## config.mk

```make
export PLATFORM = sky130hd
export DESIGN_NAME = ftac_back
export DESIGN_NICKNAME = d
export VERILOG_FILES = /design/src/rtl/ftac_pkg.sv /design/src/rtl/ftac_back.sv
export SDC_FILE = /design/constraint.sdc
export NUM_CORES = 2
export LEC_CHECK = 0
export BUFFER_PORTS_ARGS = -buffer_cell sky130_fd_sc_hd__buf_2
export CAP_MARGIN = 10
export CORE_MARGIN = 8
export CORE_UTILIZATION = 55
export DETAILED_ROUTE_END_ITERATION = 6
export GPL_TIMING_DRIVEN = 0
export PLACE_DENSITY = 0.72
export SYNTH_ARGS = -nofsm -noshare
export SYNTH_HDL_FRONTEND = slang
export SYNTH_SLANG_ARGS = --single-unit
```

## constraint.sdc

```tcl
create_clock -name i_clk -period 24.1 [get_ports i_clk]
set_input_delay 4.82 -clock i_clk [delete_from_list [all_inputs] [get_ports i_clk]]
set_output_delay 4.82 -clock i_clk [all_outputs]
set_load 0.1 [all_outputs]
```

## src/rtl/ftac_pkg.sv

```systemverilog
// Shared types and constants of the floating-point all-close checker.
// No dependencies; used by the front, the queue, the back and the top level.
`default_nettype none

package ftac_pkg;

    localparam int FTAC_QUEUE_DEPTH = 2;

    localparam int CFG_IDX_W  = 2;
    localparam int CFG_DATA_W = 32;

    localparam logic [CFG_IDX_W-1:0] CFG_ELEMENT_FORMAT = 2'd0;
    localparam logic [CFG_IDX_W-1:0] CFG_RELATIVE_TOL   = 2'd1;
    localparam logic [CFG_IDX_W-1:0] CFG_ABSOLUTE_TOL   = 2'd2;

    localparam logic [30:0] F32_INF_MAG = 31'h7F800000;
    localparam logic [30:0] F32_NAN_MAG = 31'h7FC00000;

    // Classified element pair; x holds the larger magnitude.
    typedef struct packed {
        logic [30:0] mag_x;
        logic [30:0] mag_y;
        logic [30:0] m_mag;
        logic        eff_sub;
        logic        diff_nan;
        logic        diff_inf;
        logic        last;
    } t_item;

    typedef enum logic [2:0] {
        ST_IDLE,
        ST_ALIGN,
        ST_NORM,
        ST_ROUND,
        ST_CHECK,
        ST_OUT
    } t_state;

endpackage

`default_nettype wire

```

## src/rtl/ftac_back.sv

```systemverilog
// Back end: fp32 subtract and multiply with round-to-nearest-even, tolerance
// compares, sticky mismatch flag and verdict output register. Uses ftac_pkg.
`default_nettype none

module ftac_back (
    input  wire logic            i_clk,
    input  wire logic            i_rst_n,
    input  wire logic            i_empty,
    input  wire ftac_pkg::t_item i_item,
    output logic                 o_pop,
    input  wire logic [31:0]     i_rtol,
    input  wire logic [31:0]     i_atol,
    output logic                 o_valid,
    input  wire logic            i_stall,
    output logic                 o_all_close
);
    import ftac_pkg::*;

    function automatic logic [4:0] lzc27(input logic [26:0] v);
        logic [4:0] n;
        logic       found;
        n = 5'd27;
        found = 1'b0;
        for (int i = 26; i >= 0; i--) begin
            if (!found && v[i]) begin
                n = 5'(26 - i);
                found = 1'b1;
            end
        end
        return n;
    endfunction

    function automatic logic [5:0] lzc48(input logic [47:0] v);
        logic [5:0] n;
        logic       found;
        n = 6'd48;
        found = 1'b0;
        for (int i = 47; i >= 0; i--) begin
            if (!found && v[i]) begin
                n = 6'(47 - i);
                found = 1'b1;
            end
        end
        return n;
    endfunction

    // Round to nearest even; e is at least 1, mant[23] is the hidden bit.
    function automatic logic [30:0] round_pack(input logic signed [11:0] e,
                                               input logic [23:0] mant,
                                               input logic g,
                                               input logic s);
        logic               up;
        logic [24:0]        mr;
        logic signed [11:0] ef;
        up = g & (s | mant[0]);
        mr = {1'b0, mant} + 25'(up);
        if (mr[24]) begin
            ef = e + 12'sd1;
        end else if (mr[23]) begin
            ef = e;
        end else begin
            ef = '0;
        end
        if (ef >= 12'sd255) begin
            return F32_INF_MAG;
        end
        return {ef[7:0], mr[22:0]};
    endfunction

    function automatic logic f32_gt(input logic [31:0] x, input logic [31:0] y);
        logic [31:0] kx;
        logic [31:0] ky;
        kx = x[31] ? ~x : {1'b1, x[30:0]};
        ky = y[31] ? ~y : {1'b1, y[30:0]};
        if (x[30:0] > F32_INF_MAG || y[30:0] > F32_INF_MAG) begin
            return 1'b0;
        end
        if (x[30:0] == 31'd0 && y[30:0] == 31'd0) begin
            return 1'b0;
        end
        return kx > ky;
    endfunction

    t_state             r_state;
    t_state             n_state;
    t_item              r_item;
    logic [27:0]        r_sum;
    logic [7:0]         r_sum_e;
    logic [47:0]        r_prod;
    logic [8:0]         r_prod_e;
    logic               r_lim_nan;
    logic               r_lim_inf;
    logic [26:0]        r_dm;
    logic signed [11:0] r_de;
    logic [47:0]        r_pn;
    logic signed [11:0] r_pe;
    logic [30:0]        r_diff;
    logic [31:0]        r_lim;
    logic               r_mismatch;
    logic               r_all_close;

    // align and add, multiply
    logic [7:0]  xe;
    logic [7:0]  ye;
    logic [23:0] mx;
    logic [23:0] my;
    logic [7:0]  d;
    logic [4:0]  dc;
    logic [53:0] bfull;
    logic [26:0] bal;
    logic [27:0] ax;
    logic [27:0] n_sum;
    logic [7:0]  re;
    logic [7:0]  me;
    logic [23:0] rm;
    logic [23:0] mm;
    logic [47:0] n_prod;
    logic [8:0]  n_prod_e;
    logic        n_lim_nan;
    logic        n_lim_inf;
    logic        rnan;
    logic        rinf;
    logic        rzero;
    logic        mnan;
    logic        minf;
    logic        mzero;

    always_comb begin
        xe = (r_item.mag_x[30:23] == 8'd0) ? 8'd1 : r_item.mag_x[30:23];
        ye = (r_item.mag_y[30:23] == 8'd0) ? 8'd1 : r_item.mag_y[30:23];
        mx = {r_item.mag_x[30:23] != 8'd0, r_item.mag_x[22:0]};
        my = {r_item.mag_y[30:23] != 8'd0, r_item.mag_y[22:0]};
        d  = xe - ye;
        dc = (d > 8'd27) ? 5'd27 : d[4:0];
        bfull = {my, 30'd0} >> dc;
        bal = {bfull[53:28], bfull[27] | (|bfull[26:0])};
        ax = {1'b0, mx, 3'd0};
        n_sum = r_item.eff_sub ? ax - {1'b0, bal} : ax + {1'b0, bal};

        re = (i_rtol[30:23] == 8'd0) ? 8'd1 : i_rtol[30:23];
        me = (r_item.m_mag[30:23] == 8'd0) ? 8'd1 : r_item.m_mag[30:23];
        rm = {i_rtol[30:23] != 8'd0, i_rtol[22:0]};
        mm = {r_item.m_mag[30:23] != 8'd0, r_item.m_mag[22:0]};
        n_prod   = 48'(rm) * 48'(mm);
        n_prod_e = {1'b0, re} + {1'b0, me};

        rnan  = i_rtol[30:0] > F32_INF_MAG;
        rinf  = i_rtol[30:0] == F32_INF_MAG;
        rzero = i_rtol[30:0] == 31'd0;
        mnan  = r_item.m_mag > F32_INF_MAG;
        minf  = r_item.m_mag == F32_INF_MAG;
        mzero = r_item.m_mag == 31'd0;
        n_lim_nan = rnan | mnan | (rinf & mzero) | (minf & rzero);
        n_lim_inf = (rinf | minf) & !n_lim_nan;
    end

    // normalize
    logic [4:0]         lz27;
    logic [7:0]         sh;
    logic [7:0]         sh_max;
    logic [26:0]        n_dm;
    logic signed [11:0] n_de;
    logic [5:0]         lz48;
    logic [47:0]        n_pn;
    logic signed [11:0] n_pe;

    always_comb begin
        lz27   = lzc27(r_sum[26:0]);
        sh_max = r_sum_e - 8'd1;
        sh     = ({3'd0, lz27} > sh_max) ? sh_max : {3'd0, lz27};
        if (r_sum[27]) begin
            n_dm = {r_sum[27:2], r_sum[1] | r_sum[0]};
            n_de = $signed({4'd0, r_sum_e}) + 12'sd1;
        end else begin
            n_dm = r_sum[26:0] << sh;
            n_de = $signed({4'd0, r_sum_e}) - $signed({4'd0, sh});
        end
        lz48 = lzc48(r_prod);
        n_pn = r_prod << lz48;
        n_pe = $signed({3'd0, r_prod_e}) - 12'sd126 - $signed({6'd0, lz48});
    end

    // round
    logic signed [11:0] rs;
    logic [5:0]         rsc;
    logic signed [11:0] pe_eff;
    logic [95:0]        pw;
    logic [30:0]        diff_r;
    logic [30:0]        lim_r;
    logic [30:0]        n_diff;
    logic [31:0]        n_lim;

    always_comb begin
        rs = 12'sd1 - r_pe;
        if (r_pe < 12'sd1) begin
            rsc    = (rs > 12'sd49) ? 6'd49 : rs[5:0];
            pe_eff = 12'sd1;
        end else begin
            rsc    = 6'd0;
            pe_eff = r_pe;
        end
        pw = {r_pn, 48'd0} >> rsc;
        diff_r = round_pack(r_de, r_dm[26:3], r_dm[2], r_dm[1] | r_dm[0]);
        lim_r  = round_pack(pe_eff, pw[95:72], pw[71], |pw[70:0]);
        if (r_item.diff_nan) begin
            n_diff = F32_NAN_MAG;
        end else if (r_item.diff_inf) begin
            n_diff = F32_INF_MAG;
        end else begin
            n_diff = diff_r;
        end
        if (r_lim_nan) begin
            n_lim = {i_rtol[31], F32_NAN_MAG};
        end else if (r_lim_inf) begin
            n_lim = {i_rtol[31], F32_INF_MAG};
        end else begin
            n_lim = {i_rtol[31], lim_r};
        end
    end

    logic fail;
    assign fail = f32_gt({1'b0, r_diff}, i_atol) & f32_gt({1'b0, r_diff}, r_lim);

    always_comb begin
        n_state = r_state;
        unique case (r_state)
            ST_IDLE:  if (!i_empty) n_state = ST_ALIGN;
            ST_ALIGN: n_state = ST_NORM;
            ST_NORM:  n_state = ST_ROUND;
            ST_ROUND: n_state = ST_CHECK;
            ST_CHECK: n_state = r_item.last ? ST_OUT : ST_IDLE;
            ST_OUT:   if (!i_stall) n_state = ST_IDLE;
            default:  n_state = ST_IDLE;
        endcase
    end

    always_comb begin
        o_pop   = (r_state == ST_IDLE) && !i_empty;
        o_valid = r_state == ST_OUT;
    end

    assign o_all_close = r_all_close;

    always_ff @(posedge i_clk) begin
        if (!i_rst_n) begin
            r_state    <= ST_IDLE;
            r_mismatch <= 1'b0;
        end else begin
            r_state <= n_state;
            if (r_state == ST_CHECK) begin
                // clear the sticky flag with each verdict
                r_mismatch <= r_item.last ? 1'b0 : (r_mismatch | fail);
            end
        end
    end

    always_ff @(posedge i_clk) begin
        if (o_pop) begin
            r_item <= i_item;
        end
        if (r_state == ST_ALIGN) begin
            r_sum     <= n_sum;
            r_sum_e   <= xe;
            r_prod    <= n_prod;
            r_prod_e  <= n_prod_e;
            r_lim_nan <= n_lim_nan;
            r_lim_inf <= n_lim_inf;
        end
        if (r_state == ST_NORM) begin
            r_dm <= n_dm;
            r_de <= n_de;
            r_pn <= n_pn;
            r_pe <= n_pe;
        end
        if (r_state == ST_ROUND) begin
            r_diff <= n_diff;
            r_lim  <= n_lim;
        end
        if (r_state == ST_CHECK) begin
            r_all_close <= !(r_mismatch | fail);
        end
    end

endmodule

`default_nettype wire

```

==> flow_metrics.tcl <==
set metrics [dict create \
    status "finished, final reports clean" \
    path_max_fanout 10 \
    drt_wl_total_um 141900 \
    worstSetupPathType "input pin to flip-flop" \
    drc 0 \
    ant_nets 0 \
    ys_seq_area_frac 0.2308 \
    r2r_slack_ps 13550 \
    avgSynthCellArea_um2 9.096 \
    cts.repair.resized 0 \
    clk_pin_slew_worst_paths_ps 50 \
    ys_async_sr_fraction 0 \
    hold_start "r_mismatch$_SDFFE_PN0P_" \
    met2_usage 0.4819 \
    grt_pass1_vias 38967 \
    setup.worst_path.end_class "flip-flop" \
    final_cells 6427 \
    rsz0062_at_grt "no" \
    crit_top_cell "fa_1" \
    hold_depth 2 \
    area_growth_pct 8.317 \
    syn-num-nets 6050 \
    finalHoldViolations 0 \
    critical_path_required_ps 24450 \
    io_pins 168 \
    ys_ff_latch 356 \
    grt_start_max_net_pins 38 \
    critPathBufInv 5 \
    grt_pass1_wl_um 220800 \
    yosysWarnings 0 \
    synth_cell_types 98 \
    timing.rr.start "r_item[62]$_DFFE_PP_" \
    max_slew.worst_pin.slew_ps 1193 \
    h-tree-depth 2 \
    placed_cells 6344 \
    max_freq_ghz 0.07833 \
    routed_via_density 5.987 \
    grt_util_met3 0.07749 \
    post_cts_buffers 0 \
    clock_skew_ps 47.37 \
    synth_area_um2 46150 \
    antenna_found_initial 6 \
    place_congestion 0.9932 \
    cap_violations 0 \
    post-route-min-period_ps 12770 \
    r2r_cells 38 \
    cts_root_buf "clkbuf_16" \
    report.final.slew_viol_count 0 \
    top_usage_layer "met2" \
    drive_gt1_frac 0.06981 \
    syn_inst 5074 \
    port_buffers 166 \
    synth_edf_count 352 \
    cts.sinks 356 \
    die_y_um 305.7 \
    slowest_delay_ps 640 \
    r2r_end "r_sum[26]$_DFFE_PP_" \
    vias 38478 \
    initial_core_util 0.5532 \
    use_met1 0.3831 \
    post-dp-hpwl_um 115000 \
    die_x_um 305.7 \
    drt_iter0_drc 3574 \
    max-slew-margin-rel 0.2045 \
    postCtsHoldBufs 0 \
    slowest_stage "clkbuf_1" \
    min_period_over_period 0.5297 \
    track_usage 0.2980 \
    core_area_um2 83420 \
    fin_ws_ps 11330 \
    die-area_um2 93440 \
    fin_util 0.5993 \
    final_area_um2 49990 \
    dr.pass1.iters 6 \
    overflow 0 \
    wl_per_cell_um 22.08 \
    worstPathArrival_ps 13110 \
    min_to "r_mismatch$_SDFFE_PN0P_" \
    setup_viol 0 \
    synthFlopType "edfxtp_1" \
    dpl_cell_area_um2 48620 \
    rows 106 \
    pre_cts_slack_ps 10870 \
    startpoint_type "input pin" \
    path_delay_family "adder cells" \
    clk_path_buf_depth 3 \
    cts_tree "built" \
    fin_nets 6286 \
    hp-class "flip-flop to flip-flop" \
    numCtsBuffers 43 \
    clock_latency_ps 640 \
]
## cells in the final DEF (no fill, tap or decap), types with 22 or more instances in the layout
master	netlist	layout
a21o_1	56	56
xnor2_1	154	154
o211ai_1	24	24
nor2b_1	34	34
edfxtp_1	352	352
nand2_1	661	661
nand2b_1	37	37
inv_1	620	620
buf_2	14	180
clkbuf_1	231	239
ha_1	324	324
o21ai_0	190	190
nor4_1	70	69
a21oi_1	207	207
nor3_1	96	95
mux2_2	37	37
fa_1	487	487
nand4_1	53	53
nor2_1	300	298
o21bai_1	26	26
clkbuf_16	0	43
and3_1	29	29
a211oi_1	26	26
a31oi_1	35	35
nand3_1	101	101
mux2i_1	260	260
and2_1	222	222
xor2_1	59	59
o21a_1	22	22
## through the flow
step	hold slack, ps	setup TNS, ps
after floorplan	461.3	0
after global placement	566.3	-2164
after detailed placement	555.8	0
after CTS	576.2	0
after global routing	610.0	0
final	575.2	0
## kinds of logic (layout without fill, tap and decap cells)
group / count (synthesis) / count (layout) / synth area share
compound gates: 803 / 803 / 0.1137
fa+ha+maj: 812 / 812 / 0.2993
xor+xnor: 213 / 213 / 0.04042
other cells: 1 / 5 / 0.00008125
simple gates: 1693 / 1693 / 0.1748
buf+inv: 897 / 1166 / 0.07455
flops: 356 / 356 / 0.2308
mux: 299 / 299 / 0.06639
## flip-flops by register name (all words and copies together) (netlist names), 3 cells and up
register  cells
r_pn         48
r_dm         27
r_pe         11
r_prod_e      9
my           23
r_lim        32
ax           23
r_de         10
r_state       3
r_prod       48
r_sum_e       8
r_diff       31
r_item       28
mm           23
r_sum        28
## final cells by class
type	instances	area, um^2
Fill cell	7280	33430
Multi-Input combinational cell	3821	32090
Sequential cell	356	10650
Inverter	624	2342
Tap cell	1080	1351
Clock buffer	51	1106
Buffer	273	1099
Timing Repair Buffer	191	1084
Clock inverter	27	255.2
Antenna cell	4	10.01
## synthesized netlist by cell type, drive strengths merged, types with 25 or more instances
cell / instances / area share
nand2: 661 / 0.054
inv: 621 / 0.051
fa: 487 / 0.21
edfxtp: 352 / 0.23
ha: 324 / 0.088
nor2: 301 / 0.025
mux2i: 260 / 0.056
clkbuf: 231 / 0.019
and2: 223 / 0.030
a21oi: 207 / 0.022
o21ai: 200 / 0.022
xnor2: 154 / 0.029
nand3: 101 / 0.011
nor3: 100 / 0.011
nor4: 71 / 0.0098
xor2: 59 / 0.011
a21o: 56 / 0.0091
nand4: 54 / 0.0075
buf: 42 / 0.0050
mux2: 37 / 0.0090
nand2b: 37 / 0.0050
a31oi: 36 / 0.0050
nor2b: 34 / 0.0046
and3: 29 / 0.0039
a211oi: 26 / 0.0042
o21bai: 26 / 0.0042
o211ai: 25 / 0.0042
## how the worst max path moves through the flow
stage,cells after the start,endpoint,from,slack (ps)
finish,27,r_prod[47]$_DFFE_PP_,i_rtol[14],11330
global route,27,r_prod[47]$_DFFE_PP_,i_rtol[14],10920
CTS,27,r_prod[47]$_DFFE_PP_,i_rtol[14],11500
detailed placement,27,r_prod[47]$_DFFE_PP_,i_rtol[14],10870
global placement,3,o_pop,i_empty,-2160
floorplan,1,o_pop,i_empty,2590
## per-layer routing
layer	wire (um)	up-vias	part of all wire
met2	64830	1804	0.46
met4	5986	4	0.042
li1	-	17684	-
met1	57580	18602	0.41
met5	32	-	0.00023
met3	13490	384	0.095
## worst min-delay path, stage by stage (launching register included)
cell and delay [ps]:
dfxtp_1 360, a31oi_1 80, nor2_1 100
Power is left out: the tool's default activity adds up to more than one toggle a clock period on the data nets, which glitch-free logic cannot reach.
